`src/hdl/bpwm_pkg.sv`:
```
`default_nettype none
// ----------------------------------------------------------------------------
// bpwm_pkg
// Shared types, widths and helpers for the block peak window meter.
// ----------------------------------------------------------------------------
package bpwm_pkg;

  localparam int SAMPLE_W   = 16;
  localparam int PEAK_W     = 15;
  localparam int WINDOW_DEF = 3;

  localparam logic [PEAK_W-1:0] PEAK_MAX = {PEAK_W{1'b1}};

  localparam logic CMD_SAMPLE = 1'b0;
  localparam logic CMD_CLEAR  = 1'b1;

  typedef struct packed {
    logic                       command;
    logic signed [SAMPLE_W-1:0] sample;
    logic                       block_end;
  } in_t;

  typedef struct packed {
    logic [PEAK_W-1:0] block_peak;
    logic [PEAK_W-1:0] window_peak;
  } out_t;

  // data handed from one history cell to the next
  typedef struct packed {
    logic [PEAK_W-1:0] peak;
    logic              valid;
    logic [PEAK_W-1:0] run_max;
  } link_t;

  typedef enum logic [1:0] {
    ST_IDLE,
    ST_SWEEP,
    ST_EMIT
  } state_t;

  function automatic logic [PEAK_W-1:0] magnitude(input logic signed [SAMPLE_W-1:0] s);
    logic [SAMPLE_W-1:0] neg;
    neg = ~s + 1'b1;
    if (!s[SAMPLE_W-1]) begin
      return s[PEAK_W-1:0];
    end else if (neg[SAMPLE_W-1]) begin
      // most negative code saturates
      return PEAK_MAX;
    end else begin
      return neg[PEAK_W-1:0];
    end
  endfunction

  function automatic logic [PEAK_W-1:0] peak_max(input logic [PEAK_W-1:0] a,
                                                 input logic [PEAK_W-1:0] b);
    return (a > b) ? a : b;
  endfunction

endpackage
`default_nettype wire

```
`src/hdl/bpwm_cell.sv`:
```
`default_nettype none
// ----------------------------------------------------------------------------
// bpwm_cell
// One history slot: holds a block peak with its valid bit, shifts it on to
// the next cell, and folds its peak into the running maximum of the chain.
// ----------------------------------------------------------------------------
module bpwm_cell (
  input  wire logic          clk,
  input  wire logic          rst_n,
  input  wire logic          shift_en,
  input  wire logic          clear,
  input  wire bpwm_pkg::link_t link_in,
  output bpwm_pkg::link_t    link_out
);
  import bpwm_pkg::*;

  logic [PEAK_W-1:0] peak_r;
  logic              valid_r;
  logic [PEAK_W-1:0] max_r;
  logic [PEAK_W-1:0] own_val;

  assign own_val = valid_r ? peak_r : '0;

  always_ff @(posedge clk) begin
    if (!rst_n) begin
      valid_r <= 1'b0;
    end else if (clear) begin
      valid_r <= 1'b0;
    end else if (shift_en) begin
      valid_r <= link_in.valid;
    end
  end

  always_ff @(posedge clk) begin
    if (shift_en) begin
      peak_r <= link_in.peak;
    end
    max_r <= peak_max(link_in.run_max, own_val);
  end

  assign link_out.peak    = peak_r;
  assign link_out.valid   = valid_r;
  assign link_out.run_max = max_r;

endmodule
`default_nettype wire

```
`src/hdl/block_peak_window_meter_core.sv`:
```
`default_nettype none
// ----------------------------------------------------------------------------
// block_peak_window_meter_core
// Windowed audio peak meter built on a shift chain of history cells.
// ----------------------------------------------------------------------------
// Samples and clear requests are taken only while idle. A request that ends
// a block shifts its block peak into a chain of WINDOW cells; the window
// maximum then ripples through the chain one cell per cycle while the core
// counts down in the sweep state. In the emit state the result is loaded
// into the output register and the core returns to idle for the next request;
// the emit state waits while the output register holds an untaken result.
module block_peak_window_meter_core #(
  parameter int WINDOW = bpwm_pkg::WINDOW_DEF
) (
  input  wire logic          clk,
  input  wire logic          rst_n,
  input  wire logic          in_valid,
  output logic               in_ready,
  input  wire bpwm_pkg::in_t in_data,
  output logic               out_valid,
  input  wire logic          out_ready,
  output bpwm_pkg::out_t     out_data
);
  import bpwm_pkg::*;

  localparam int CNT_W = $clog2(WINDOW + 1);

  state_t            state_r, state_nxt;
  logic [CNT_W-1:0]  cnt_r;
  logic [PEAK_W-1:0] running_r;
  logic [PEAK_W-1:0] block_peak_r;
  logic              out_valid_r;
  out_t              out_data_r;

  logic              accept;
  logic              acc_clear;
  logic              acc_end;
  logic              load_out;
  logic [PEAK_W-1:0] peak_now;
  logic [WINDOW-1:0] valid_vec;

  link_t links [0:WINDOW];

  assign accept    = in_valid && in_ready;
  assign acc_clear = accept && (in_data.command == CMD_CLEAR);
  assign acc_end   = accept && (in_data.command == CMD_SAMPLE) && in_data.block_end;
  assign peak_now  = peak_max(running_r, magnitude(in_data.sample));

  // next state
  always_comb begin
    state_nxt = state_r;
    case (state_r)
      ST_IDLE: begin
        if (acc_end) state_nxt = ST_SWEEP;
      end
      ST_SWEEP: begin
        if (cnt_r == CNT_W'(1)) state_nxt = ST_EMIT;
      end
      ST_EMIT: begin
        if (load_out) state_nxt = ST_IDLE;
      end
      default: state_nxt = ST_IDLE;
    endcase
  end

  // outputs of the control
  always_comb begin
    in_ready = 1'b0;
    load_out = 1'b0;
    case (state_r)
      ST_IDLE:  in_ready = 1'b1;
      ST_SWEEP: in_ready = 1'b0;
      ST_EMIT:  load_out = !out_valid_r || out_ready;
      default: begin
        in_ready = 1'b0;
        load_out = 1'b0;
      end
    endcase
  end

  always_ff @(posedge clk) begin
    if (!rst_n) begin
      state_r     <= ST_IDLE;
      cnt_r       <= '0;
      running_r   <= '0;
      out_valid_r <= 1'b0;
    end else begin
      state_r <= state_nxt;
      if (acc_end) begin
        cnt_r <= CNT_W'(WINDOW);
      end else if (state_r == ST_SWEEP) begin
        cnt_r <= cnt_r - 1'b1;
      end
      if (acc_clear || acc_end) begin
        running_r <= '0;
      end else if (accept) begin
        running_r <= peak_now;
      end
      if (load_out) begin
        out_valid_r <= 1'b1;
      end else if (out_ready) begin
        out_valid_r <= 1'b0;
      end
    end
  end

  always_ff @(posedge clk) begin
    if (acc_end) begin
      block_peak_r <= peak_now;
    end
    if (load_out) begin
      out_data_r.block_peak  <= block_peak_r;
      out_data_r.window_peak <= links[WINDOW].run_max;
    end
  end

  // head of the chain: new block peak enters, running maximum starts at zero
  assign links[0].peak    = peak_now;
  assign links[0].valid   = 1'b1;
  assign links[0].run_max = '0;

  for (genvar i = 0; i < WINDOW; i++) begin : g_cell
    bpwm_cell u_cell (
      .clk      (clk),
      .rst_n    (rst_n),
      .shift_en (acc_end),
      .clear    (acc_clear),
      .link_in  (links[i]),
      .link_out (links[i+1])
    );
    assign valid_vec[i] = links[i+1].valid;
  end

  assign out_valid = out_valid_r;
  assign out_data  = out_data_r;

`ifndef ASSERT_OFF
  a_end_starts_sweep: assert property (@(posedge clk) disable iff (!rst_n)
    acc_end |=> (state_r == ST_SWEEP))
    else $error("block end did not start the sweep");

  a_no_accept_busy: assert property (@(posedge clk) disable iff (!rst_n)
    (state_r != ST_IDLE) |-> !in_ready)
    else $error("request taken while the chain is busy");

  a_clear_empties: assert property (@(posedge clk) disable iff (!rst_n)
    acc_clear |=> (valid_vec == '0))
    else $error("clear left valid history entries");

  a_valid_prefix: assert property (@(posedge clk) disable iff (!rst_n)
    ((valid_vec & (valid_vec + 1'b1)) == '0))
    else $error("history valid bits are not a contiguous prefix");

  a_out_from_emit: assert property (@(posedge clk) disable iff (!rst_n)
    $rose(out_valid_r) |-> ($past(state_r) == ST_EMIT))
    else $error("result appeared outside the emit state");
`endif

endmodule
`default_nettype wire
```
`config.mk`:
```
export PLATFORM = sky130hd
export DESIGN_NAME = block_peak_window_meter_core
export DESIGN_NICKNAME = d
export VERILOG_FILES = /design/src/hdl/bpwm_pkg.sv /design/src/hdl/bpwm_cell.sv /design/src/hdl/block_peak_window_meter_core.sv
export SDC_FILE = /design/constraint.sdc
export NUM_CORES = 1
export LEC_CHECK = 0
export BUFFER_PORTS_ARGS = -buffer_cell sky130_fd_sc_hd__buf_2
export CAP_MARGIN = 10
export CORE_AREA = 4 4 117 119
export CTS_CLUSTER_DIAMETER = 50
export DETAILED_ROUTE_END_ITERATION = 6
export DIE_AREA = 0 0 121 123
export GPL_ROUTABILITY_DRIVEN = 1
export PLACE_DENSITY = 0.68
export REMOVE_ABC_BUFFERS = 1
export SLEW_MARGIN = 40
export SYNTH_ARGS = -nofsm -noshare
export SYNTH_HDL_FRONTEND = slang
export SYNTH_SLANG_ARGS = --single-unit
export TNS_END_PERCENT = 5
```
`constraint.sdc`:
```
create_clock -name clk -period 6.6 [get_ports clk]
set_clock_uncertainty 0.2 [all_clocks]
set_input_delay 1.32 -clock clk [delete_from_list [all_inputs] [get_ports clk]]
set_output_delay 1.32 -clock clk [all_outputs]
set_load 0.005 [all_outputs]
```
==> results of run 1 <==
## sequential cells by signal, summed over array words and instances, names as in the netlist
name	count
running_r	15
cnt_r	2
g_cell.u_cell.max_r	45
g_cell.u_cell.valid_r	3
g_cell.u_cell.peak_r	45
out_valid	1
state_r	2
out_data	30
## cells in the mapped netlist (2+ instances only)
cell	n	area share
sky130_fd_sc_hd__edfxtp_1	75	0.36
sky130_fd_sc_hd__dfxtp_1	68	0.22
sky130_fd_sc_hd__nand2_1	48	0.029
sky130_fd_sc_hd__ha_1	46	0.092
sky130_fd_sc_hd__a21oi_1	38	0.030
sky130_fd_sc_hd__inv_1	38	0.023
sky130_fd_sc_hd__mux2i_1	28	0.045
sky130_fd_sc_hd__nor2_1	28	0.017
sky130_fd_sc_hd__o21ai_0	24	0.019
sky130_fd_sc_hd__and2_1	18	0.018
sky130_fd_sc_hd__clkbuf_1	15	0.0090
sky130_fd_sc_hd__nor2b_1	11	0.011
sky130_fd_sc_hd__nor3_1	10	0.0080
sky130_fd_sc_hd__nand4_1	9	0.0090
sky130_fd_sc_hd__xnor2_1	9	0.013
sky130_fd_sc_hd__a211oi_1	8	0.0096
sky130_fd_sc_hd__o21a_1	8	0.0096
sky130_fd_sc_hd__or3_1	7	0.0070
sky130_fd_sc_hd__mux2_2	4	0.0072
sky130_fd_sc_hd__nand3_1	4	0.0032
sky130_fd_sc_hd__a21o_1	3	0.0036
sky130_fd_sc_hd__nand2b_1	3	0.0030
sky130_fd_sc_hd__o2111ai_1	3	0.0042
sky130_fd_sc_hd__o211ai_1	3	0.0036
sky130_fd_sc_hd__o31ai_1	3	0.0036
sky130_fd_sc_hd__o41ai_1	3	0.0042
sky130_fd_sc_hd__or4_1	3	0.0036
sky130_fd_sc_hd__a21boi_0	2	0.0024
sky130_fd_sc_hd__a22oi_1	2	0.0024
sky130_fd_sc_hd__a31oi_1	2	0.0020
sky130_fd_sc_hd__nor4_1	2	0.0020
sky130_fd_sc_hd__or2_2	2	0.0020
## area by class of cell
class	count	area, um^2	area share
inverter	38	143	0.0197
multi-input combinational	344	2440	0.337
clock inverter	13	98.8	0.0136
sequential	143	3610	0.499
clock buffer	19	433	0.0598
tap	172	215	0.0297
timing repair buffer	58	303	0.0418
## worst paths after layout
| check | start | slack (ns) | endpoint |
|---|---|---|---|
| max | in_data[6] | 1.42 | running_r[4]$_SDFFE_PP0P_ |
| min | g_cell[2].u_cell.max_r[5]$_DFF_P_ | 0.20 | out_data[5]$_DFFE_PP_ |
| max reg2reg | g_cell[2].u_cell.valid_r$_SDFFE_PP0P_ | 3.28 | g_cell[2].u_cell.max_r[0]$_DFF_P_ |
| min reg2reg | g_cell[2].u_cell.max_r[5]$_DFF_P_ | 0.20 | out_data[5]$_DFFE_PP_ |
## power groups by stage
| stage | Combinational [uW] | Clock (uW) | Sequential (uW) |
|---|---|---|---|
| after floorplan | 162 | 0 | 995 |
| after global placement | 210 | 0 | 999 |
| after detailed placement | 219 | 0 | 1000 |
| after CTS | 220 | 872 | 981 |
| after global routing | 244 | 914 | 984 |
| final | 218 | 849 | 981 |
## metal layers
layer,global-route usage,share of wire
met2,0.281,0.52
met3,0.0435,0.035
met5,0,0
met1,0.177,0.42
met4,0.0885,0.029
## cells by family after synthesis
| group | after synthesis | synth area share |
|---|---|---|
| adder cells (fa/ha/maj) | 47 | 0.0940 |
| buffers and inverters | 55 | 0.0345 |
| flip-flops | 143 | 0.579 |
| XOR/XNOR | 10 | 0.0140 |
| multiplexers | 32 | 0.0521 |
| AND/OR/NAND/NOR | 148 | 0.120 |
| AO/OA/AOI/OAI | 107 | 0.106 |
## through the flow
step	instances	area, um^2
5_1_grt	787	7240
3_3_place_gp	755	6700
6_report	787	7240
4_1_cts	787	7240
3_5_place_dp	755	6710
2_1_floorplan	525	6170
## layout by cell type (no fill, tap or decap), types with 4 or more instances in the layout
cell                         Yosys  final
sky130_fd_sc_hd__edfxtp_1       75     75
sky130_fd_sc_hd__dfxtp_1        68     68
sky130_fd_sc_hd__buf_2           1     53
sky130_fd_sc_hd__nand2_1        48     48
sky130_fd_sc_hd__ha_1           46     46
sky130_fd_sc_hd__inv_1          38     38
sky130_fd_sc_hd__a21oi_1        38     37
sky130_fd_sc_hd__mux2i_1        28     28
sky130_fd_sc_hd__nor2_1         28     27
sky130_fd_sc_hd__o21ai_0        24     24
sky130_fd_sc_hd__and2_1         18     18
sky130_fd_sc_hd__clkbuf_16       0     17
sky130_fd_sc_hd__nor2b_1        11     10
sky130_fd_sc_hd__nor3_1         10     10
sky130_fd_sc_hd__xnor2_1         9      9
sky130_fd_sc_hd__nand4_1         9      9
sky130_fd_sc_hd__o21a_1          8      8
sky130_fd_sc_hd__a211oi_1        8      8
sky130_fd_sc_hd__or3_1           7      7
sky130_fd_sc_hd__clkinv_2        0      7
sky130_fd_sc_hd__buf_4           0      5
sky130_fd_sc_hd__nand3_1         4      4
sky130_fd_sc_hd__mux2_2          4      4
sky130_fd_sc_hd__clkinvlp_4      0      4
## worst register-to-register path: cells and delay by family, from the launching register on
family          cells  cell delay [ns]
compound gates      3             1.03
simple gates        3             0.55
fa+ha+maj           1             0.36
flops               1             0.67
mux                 1             0.40
==> reports/metrics.csv, run 1 <==
stage;metric;value;unit
cts;CTS tree;yes;
logic_synthesis;main flop type after synthesis;sky130_fd_sc_hd__edfxtp_1;
setup_path;Register-to-Register Path Depth;8;
setup_path;startpoint types;input pin;
setup_path;crit path max fanout;29;
sta;actual slew at the worst max-slew pin;0.763;ns
sta;post-layout minimum cycle time;5.18;ns
place;Placement Setup Slack;1.04;ns
setup_path;kind of cell adding the most delay to the critical path;simple AND/OR/NAND/NOR gates;
sta;final count of pins violating max slew;0;
setup_path;WP data arrival;5.25;ns
cts;insertion delay to the later sink of the worst-skew pair;0.42;ns
floorplanning;initial standard-cell utilization of the core;0.496;
setup_path;cell with the largest stage delay on the worst path;sky130_fd_sc_hd__or4_4;
logic_synthesis;Seq/Total Area, Yosys;0.579;
routing;via/cell ratio;5.19;
floorplanning;total core area;12600;um^2
pwr;Net Sw Frac;0.235;
logic_synthesis;synthesized cell area;6240;um^2
cts;Reg clk slew, reported paths;0.06;ns
setup_path;Critical Path Most Common Cell;sky130_fd_sc_hd__nor2_1;
sta;Hold Worst Slack;0.200;ns
sta;final number of setup-violating endpoints;0;
grt;GRT Util Overall;0.160;
setup_path;Critical Path Stages;14;
sta;Sum Neg Setup Slack;0;ns
routing;first-pass iteration count of the detailed router;4;
floorplanning;num rows;41;
pwr;relative contribution of sequential cells to total power;0.479;
grt;antenna violations before repair;0;
cts;post-cts repair resize count;0;
grt;largest net degree at the start of global routing;41;
cts;clk sink count;143;
pwr;worst supply voltage drop on vdd;0.000145;V
final_layout;final standard cell utilization of the core;0.576;
min_path;WHS Path Cells;0;
pwr;combinational share of power;0.107;
final_layout;count of fill cells added during filler insertion;1045;
logic_synthesis;post-synthesis async set-or-reset flop share;0;
setup_path;Critical Path RT;6.67;ns
logic_synthesis;number of flip-flops and latches in the synthesized netlist;143;
setup_path;Worst Setup Path Type;in2reg;
grt;gr ovfl total;0;
job;max-cap violation count;0;
sta;RSZ-0062 raised after global routing;no;
grt;vias in the first global route;3988;
final_layout;post-layout net count;670;
logic_synthesis;number of warning messages in the yosys log;0;
sta;relative slew slack;0.478;
pwr;proportion of power drawn by the clock network;0.414;
pwr;post-layout power;2050;uW
routing;number of remaining DRC errors;0;
grt;global-route wire length before repair;18.4;mm
setup_path;Max stage delay on crit path;0.55;ns
sta;number of hold violations in the final report;0;
sta;Final Cycle Share;0.784;
cts;setup fix buffers added after clock tree synthesis;0;
place;number of I/O port buffers;53;
routing;vias after detailed routing;4081;
logic_synthesis;Mapped Cells;542;
floorplanning;area of the die;14900;um^2
floorplanning;total I/O pin count;54;
sta;highest clock rate;193;MHz
final_layout;signed area change from the synthesized netlist to the final layout;16.1;%
cts;clk root buf;sky130_fd_sc_hd__clkbuf_16;
logic_synthesis;Post-synth EDFFs;75;
cts;number of clock buffers inserted by TritonCTS;17;
place;HPWL Detailed;8.29;mm
routing;wire length per cell;14.2;um
pwr;power dissipated by switching net loads;480;uW
logic_synthesis;distinct cell type count of the synthesized netlist;47;
final_layout;ratio of cells with drive above 1 in the final layout;0.164;
routing;post-detailed-route count of antenna-violating nets;0;
setup_path;buffer and inverter count on the worst path;2;
pwr;leakage power;0.00273;uW
pwr;Pwr per Cell Area;283;nW/um^2
setup_path;CP Cell Sequence;buf_2, or4_4, nand4b_4, nor3_1, buf_4, nor2_1, mux2_2, ha_1, nand4_1, nor4_1, nand3_1, o221a_2, nor2_1, a211oi_1;
routing;Starting DRT DRC Count;236;
min_path;worst min path class;reg2reg;
place;Routability Congestion;0.887;
cts;quantity of hold-fixing buffers added after cts;0;
setup_path;critical path endpoint category;register;
pwr;total internal power;1570;uW
cts;Clock H-tree levels;4;
sta;post-layout worst setup margin;1.42;ns
floorplanning;Die Span Y;123;um
routing;Total Routed Length;11.2;mm
logic_synthesis;mean instance size in the synthesized netlist;11.5;um^2
cts;maximum buffer depth of the clock tree;2;
final_layout;diode count;0;
floorplanning;die span in x;121;um
status;result of the run;finished, final reports clean;
(Power assumes the default switching activity.)
==> run 2, diff against run 1 <==
Clock period 6.6 ns to 5.06 ns, I/O delays scaled along.
==> run 2 against run 1 <==
- power up 37%
- worst setup slack got worse by 1.0 ns
- flip-flop and latch count unchanged
- wire length grew 1.1%
- sequential share of layout area decreased by 1.3 points
- critical endpoint is now running_r[1]$_SDFFE_PP0P_
==> reports/metrics.csv, run 2 (synthesis results as in run 1) <==
stage;metric;value;unit;change
floorplanning;die span in x;121;um;unchanged
setup_path;Worst Setup Path Type;in2reg;;
cts;Clock H-tree levels;4;;unchanged
final_layout;most frequent standard cell in the layout excluding fill and tap cells;sky130_fd_sc_hd__edfxtp_1;;
setup_path;Critical Path Most Common Cell;sky130_fd_sc_hd__buf_4;;
routing;via/cell ratio;5.12;;-1.4%
cts;maximum buffer depth of the clock tree;2;;unchanged
sta;number of hold violations in the final report;0;;unchanged
min_path;Hold Startpoint;g_cell[2].u_cell.max_r[8]$_DFF_P_;;
setup_path;Critical Path RT;5.19;ns;-1.48 ns
routing;wire length per cell;14.1;um;-0.40%
sta;final number of setup-violating endpoints;0;;unchanged
final_layout;post-layout net count;682;;+1.8%
min_path;WHS Path Cells;0;;unchanged
cts;clk root buf;sky130_fd_sc_hd__clkbuf_16;;
setup_path;startpoint of the worst register-to-register path;g_cell[2].u_cell.valid_r$_SDFFE_PP0P_;;
grt;antenna violations before repair;0;;unchanged
cts;setup fix buffers added after clock tree synthesis;0;;unchanged
place;post-place instance area;6840;um^2;+1.8%
grt;global-route wire length before repair;19.2;mm;+4.3%
setup_path;Crit Reg-Reg Endpoint;g_cell[2].u_cell.max_r[0]$_DFF_P_;;
cts;Reg clk slew, reported paths;0.06;ns;about the same
sta;relative slew slack;0.603;;+0.125
place;Routability Congestion;0.899;;+1.3%
pwr;leakage power;0.00284;uW;+3.7%
cts;clk sink count;143;;unchanged
setup_path;kind of cell adding the most delay to the critical path;simple AND/OR/NAND/NOR gates;;
routing;post-detailed-route count of antenna-violating nets;0;;unchanged
place;HPWL Detailed;8.61;mm;+3.9%
setup_path;Critical Path Stages;16;;+2
cts;post-cts repair resize count;0;;unchanged
setup_path;crit path max fanout;9;;-69%
setup_path;cell with the largest stage delay on the worst path;sky130_fd_sc_hd__or4_4;;
setup_path;startpoint types;input pin;;
grt;vias in the first global route;4151;;+4.1%
setup_path;buffer and inverter count on the worst path;3;;+1
cts;CTS tree;yes;;
sta;RSZ-0062 raised after global routing;no;;
job;max-cap violation count;0;;unchanged
final_layout;final standard cell utilization of the core;0.591;;+0.0150
floorplanning;area of the die;14900;um^2;unchanged
final_layout;top library cells by usage in the layout, fill and taps aside;75 x sky130_fd_sc_hd__edfxtp_1, 68 x sky130_fd_sc_hd__dfxtp_1, 53 x sky130_fd_sc_hd__buf_2;;
place;number of I/O port buffers;53;;unchanged
final_layout;diode count;0;;unchanged
cts;quantity of hold-fixing buffers added after cts;0;;unchanged
grt;GRT Util Overall;0.163;;+0.00234
floorplanning;num rows;41;;unchanged
sta;actual slew at the worst max-slew pin;0.595;ns;-0.169 ns
floorplanning;total I/O pin count;54;;unchanged
pwr;worst supply voltage drop on vdd;0.000284;V;+96%
min_path;Hold Path Sink;out_data[8]$_DFFE_PP_;;
pwr;Pwr per Cell Area;378;nW/um^2;+34%
sta;post-layout minimum cycle time;4.68;ns;
final_layout;ratio of cells with drive above 1 in the final layout;0.183;;+0.0192
sta;Final Cycle Share;0.925;;
setup_path;Max stage delay on crit path;0.55;ns;about the same
routing;first-pass iteration count of the detailed router;5;;+1
setup_path;Worst R2R Setup Slack;1.63;ns;-1.65 ns
final_layout;signed area change from the synthesized netlist to the final layout;19.1;%;
sta;final count of pins violating max slew;0;;unchanged
sta;highest clock rate;214;MHz;
floorplanning;initial standard-cell utilization of the core;0.496;;unchanged
routing;vias after detailed routing;4087;;+0.15%
setup_path;CP Cell Sequence;buf_2, or4_4, nand4b_4, nor3_1, buf_4, nor2_1, mux2_2, ha_1, nor4_1, o211ai_1, a221o_1, or2_2, o221a_2, buf_4, or3_1, a21oi_1;;
final_layout;post-route cell area;7430;um^2;+2.6%
routing;Starting DRT DRC Count;209;;-11%
cts;insertion delay to the later sink of the worst-skew pair;0.41;ns;about the same
status;result of the run;finished, final reports clean;;
routing;Total Routed Length;11.3;mm;+1.1%
setup_path;Register-to-Register Path Depth;9;;+1
floorplanning;Die Span Y;123;um;unchanged
routing;number of remaining DRC errors;0;;unchanged
grt;gr ovfl total;0;;unchanged
setup_path;WP data arrival;4.81;ns;-0.44 ns
grt;largest net degree at the start of global routing;31;;-24%
setup_path;critical path endpoint category;register;;
floorplanning;total core area;12600;um^2;unchanged
min_path;worst min path class;reg2reg;;
cts;number of clock buffers inserted by TritonCTS;17;;unchanged
## run 2: cell count changes in the layout (fill, tap and decap cells not counted), moves of 2 or more
| cell | change |
|---|---|
| sky130_fd_sc_hd__clkinv_2 | -3 |
| sky130_fd_sc_hd__bufinv_16 | +2 |
| sky130_fd_sc_hd__buf_4 | +10 |
| sky130_fd_sc_hd__clkinv_4 | +3 |
## run 2: metal layers
metal | global-route usage | wire length [um] | share of wire | up-vias
met2 | 0.298 | 5980 | 0.53 | 97
met4 | 0.0914 | 318 | 0.028 | 0
met3 | 0.0316 | 465 | 0.041 | 26
met1 | 0.176 | 4540 | 0.40 | 1863
met5 | 0 | 0 | 0 | -
li1 | - | - | - | 2101
## run 2: area by class of cell
class                   count  area (um^2)
inverters                  38          143
fillers                   983         5140
repair buffers             70          425
clock buffers              18          429
well taps                 172          215
clock inverters            14          168
multi-input cells         344         2440
flip-flops and latches    143         3610
## run 2: worst reg2reg max path, stage by stage, from the launching register on
cell	delay, ns
sky130_fd_sc_hd__dfxtp_1	0.67
sky130_fd_sc_hd__nand2_1	0.15
sky130_fd_sc_hd__ha_1	0.36
sky130_fd_sc_hd__and4_1	0.20
sky130_fd_sc_hd__nand4_1	0.19
sky130_fd_sc_hd__a211oi_1	0.33
sky130_fd_sc_hd__a2111oi_0	0.13
sky130_fd_sc_hd__a21oi_2	0.46
sky130_fd_sc_hd__buf_4	0.29
sky130_fd_sc_hd__mux2_2	0.34
## run 2: metrics by stage
stage               hold WS (ns)  std cells  setup slack [ns]  setup TNS [ns]  power (uW)
floorplan                  0.186        525            -0.240           -3.14        1510
global placement           0.185        766             0.126               0        1580
detailed placement         0.189        767          -0.00479        -0.00479        1600
CTS                        0.202        799             0.398               0        2830
global route               0.213        799             0.128               0        2920
finish                     0.201        799             0.379               0        2810
## run 2: worst max-delay path by stage
stage | slack (ns) | startpoint | end
4_1_cts | 0.40 | in_data[6] | running_r[1]$_SDFFE_PP0P_
3_3_place_gp | 0.13 | in_data[6] | running_r[1]$_SDFFE_PP0P_
3_5_place_dp | -0.005 | in_data[6] | running_r[1]$_SDFFE_PP0P_
2_1_floorplan | -0.24 | in_data[6] | running_r[3]$_SDFFE_PP0P_
5_1_grt | 0.13 | in_data[6] | running_r[1]$_SDFFE_PP0P_
6_report | 0.38 | in_data[6] | running_r[1]$_SDFFE_PP0P_
## run 2: power breakdown
part           total [uW]  switching, uW  internal (uW)
combinational         296            163            133
sequential           1280           22.4           1260
clock                1230            457            774
total                2810            643           2160
==> run 3, diff against run 2 <==
Settings changed: CORE_AREA 4 4 117 119 to 4 4 139 101, DIE_AREA 0 0 121 123 to 0 0 143 105, MAX_ROUTING_LAYER set to met4.
==> run 3 against run 2 <==
- cell count down 0.75%
- power is 0.93% lower
- worst setup slack better by 0.027 ns
- via count rose by 0.44%
- worst hold slack hardly changed
- critical endpoint is now running_r[5]$_SDFFE_PP0P_
==> reports/metrics.csv, run 3 (synthesis results as in run 1) <==
stage;metric;value;unit;change
status;result of the run;finished, final reports clean;;
sta;final count of pins violating max slew;0;;unchanged
floorplanning;Die Span Y;105;um;-15%
setup_path;Worst Setup Path Type;in2reg;;
cts;post-cts repair resize count;0;;unchanged
grt;vias in the first global route;4135;;-0.39%
cts;Reg clk slew, reported paths;0.06;ns;about the same
sta;number of hold violations in the final report;0;;unchanged
place;HPWL Detailed;8.53;mm;-0.88%
floorplanning;initial standard-cell utilization of the core;0.486;;-0.0102
pwr;power dissipated by switching net loads;660;uW;+2.6%
setup_path;startpoint of the worst register-to-register path;g_cell[2].u_cell.valid_r$_SDFFE_PP0P_;;
pwr;relative contribution of sequential cells to total power;0.460;;+0.004
setup_path;critical path endpoint category;register;;
routing;via/cell ratio;5.18;;+1.2%
place;Post-Place Cells;761;;-0.78%
cts;clk root buf;sky130_fd_sc_hd__clkbuf_16;;
setup_path;crit path max fanout;16;;+7
grt;antenna violations before repair;0;;unchanged
cts;clk sink count;143;;unchanged
pwr;Net Sw Frac;0.237;;+0.00825
place;Routability Congestion;0.912;;+1.5%
setup_path;Critical Path RT;5.18;ns;about the same
min_path;Hold Path Sink;out_data[11]$_DFFE_PP_;;
grt;largest net degree at the start of global routing;31;;unchanged
pwr;proportion of power drawn by the clock network;0.435;;-0.004
floorplanning;die span in x;143;um;+18%
floorplanning;area of the die;15000;um^2;+0.89%
setup_path;Worst R2R Setup Slack;1.63;ns;about the same
job;max-cap violation count;0;;unchanged
final_layout;most frequent standard cell in the layout excluding fill and tap cells;sky130_fd_sc_hd__edfxtp_1;;
final_layout;ratio of cells with drive above 1 in the final layout;0.183;;unchanged
sta;post-layout worst setup margin;0.406;ns;+0.0268 ns
cts;setup fix buffers added after clock tree synthesis;0;;unchanged
setup_path;Crit Reg-Reg Endpoint;g_cell[2].u_cell.max_r[0]$_DFF_P_;;
floorplanning;total I/O pin count;54;;unchanged
routing;Total Routed Length;11.3;mm;+0.26%
cts;maximum buffer depth of the clock tree;2;;unchanged
routing;first-pass iteration count of the detailed router;4;;-1
setup_path;startpoint types;input pin;;
cts;quantity of hold-fixing buffers added after cts;0;;unchanged
cts;number of clock buffers inserted by TritonCTS;17;;unchanged
final_layout;final standard cell utilization of the core;0.576;;-0.0153
final_layout;signed area change from the synthesized netlist to the final layout;18.4;%;
sta;post-layout minimum cycle time;4.65;ns;-0.0268 ns
place;number of I/O port buffers;53;;unchanged
routing;post-detailed-route count of antenna-violating nets;0;;unchanged
setup_path;Register-to-Register Path Depth;9;;unchanged
sta;relative slew slack;0.584;;-0.0189
routing;Starting DRT DRC Count;178;;-15%
sta;final number of setup-violating endpoints;0;;unchanged
min_path;WHS Path Cells;0;;unchanged
setup_path;cell with the largest stage delay on the worst path;sky130_fd_sc_hd__or4_4;;
final_layout;post-layout net count;682;;unchanged
place;Placement Setup Slack;0.0364;ns;+0.0412 ns
pwr;worst supply voltage drop on vdd;0.000276;V;-3.0%
cts;Clock H-tree levels;4;;unchanged
setup_path;WP data arrival;4.78;ns;-0.03 ns
grt;gr ovfl total;0;;unchanged
final_layout;diode count;0;;unchanged
min_path;worst min path class;reg2reg;;
cts;insertion delay to the later sink of the worst-skew pair;0.41;ns;about the same
pwr;leakage power;0.00282;uW;-0.51%
grt;GRT Util Overall;0.165;;+0.00252
final_layout;count of fill cells added during filler insertion;1055;;+7.3%
setup_path;CP Cell Sequence;buf_2, or4_4, or3_1, o21ai_0, mux2_2, ha_1, nor4_1, o211ai_1, a221o_1, or2_2, o221a_2, or4_1, o31ai_1;;
pwr;combinational share of power;0.104;;-0.002
pwr;Pwr per Cell Area;376;nW/um^2;-0.38%
cts;CTS tree;yes;;
routing;vias after detailed routing;4105;;+0.44%
grt;global-route wire length before repair;19.2;mm;unchanged
pwr;total internal power;2120;uW;-2.0%
min_path;Hold Startpoint;g_cell[2].u_cell.max_r[11]$_DFF_P_;;
sta;highest clock rate;215;MHz;+0.58%
final_layout;fin cells;793;;-0.75%
sta;RSZ-0062 raised after global routing;no;;
pwr;post-layout power;2780;uW;-0.93%
floorplanning;total core area;12800;um^2;+2.1%
routing;number of remaining DRC errors;0;;unchanged
sta;Final Cycle Share;0.920;;-0.00529
floorplanning;num rows;35;;-15%
sta;actual slew at the worst max-slew pin;0.623;ns;+0.0283 ns
setup_path;Max stage delay on crit path;0.54;ns;about the same
routing;wire length per cell;14.3;um;+1.0%
final_layout;top library cells by usage in the layout, fill and taps aside;75 x sky130_fd_sc_hd__edfxtp_1, 68 x sky130_fd_sc_hd__dfxtp_1, 53 x sky130_fd_sc_hd__buf_2;;
-- run 3: cell count changes in the layout (fill, tap and decap cells not counted) --
cell                         previous run  this run
sky130_fd_sc_hd__buf_12                 1         0
sky130_fd_sc_hd__buf_4                 15        16
sky130_fd_sc_hd__o31ai_4                1         0
sky130_fd_sc_hd__inv_6                  1         5
sky130_fd_sc_hd__clkinv_4               3         0
sky130_fd_sc_hd__bufinv_16              3         2
sky130_fd_sc_hd__clkinv_2               4         2
sky130_fd_sc_hd__inv_8                  0         1
sky130_fd_sc_hd__o31ai_2                0         1
sky130_fd_sc_hd__clkinvlp_4             3         4
-- run 3: metal layers --
layer / wire, um / global-route usage / vias up
li1: - / - / 2104
met1: 5190 / 0.197 / 1898
met3: 572 / 0.0503 / 11
met4: 96 / 0.0488 / 0
met2: 5470 / 0.270 / 92
met5: 0 / - / -
-- run 3: area by class of cell --
type	instances	area, um^2	area share
Timing Repair Buffer	70	413	0.0559
Multi-Input combinational cell	344	2430	0.329
Sequential cell	143	3610	0.489
Clock inverter	14	155	0.0210
Tap cell	166	208	0.0281
Clock buffer	18	429	0.0581
Inverter	38	143	0.0193
-- run 3: power groups by stage --
stage               Sequential, uW  Clock (uW)  Combinational, uW
global route                  1280        1290                322
global placement              1300           0                278
detailed placement            1300           0                289
CTS                           1280        1240                291
finish                        1280        1210                290
floorplan                     1300           0                211
-- run 3: worst max-delay path: cells and delay by family --
kind	cells	cell delay, ns
adders and majority gates	1	0.21
and+or+nand+nor	5	2.01
AOI/OAI and AO/OA	5	1.01
buffers and inverters	1	0.12
muxes	1	0.41
-- run 3: worst max-delay path by stage --
stage	from	slack, ns	end	cells after the start
5_1_grt	in_data[6]	0.17	running_r[5]$_SDFFE_PP0P_	14
4_1_cts	in_data[6]	0.47	running_r[5]$_SDFFE_PP0P_	14
6_report	in_data[6]	0.41	running_r[5]$_SDFFE_PP0P_	13
3_3_place_gp	in_data[6]	0.14	running_r[5]$_SDFFE_PP0P_	14
2_1_floorplan	in_data[6]	-0.24	running_r[3]$_SDFFE_PP0P_	12
3_5_place_dp	in_data[6]	0.04	running_r[5]$_SDFFE_PP0P_	14
-- run 3: per-stage QoR --
stage | hold slack [ns] | area (um^2) | TNS, ns
final | 0.201 | 7390 | 0
after global routing | 0.205 | 7390 | 0
after CTS | 0.203 | 7390 | 0
after detailed placement | 0.189 | 6810 | 0
after global placement | 0.185 | 6780 | 0
after floorplan | 0.186 | 6170 | -3.14
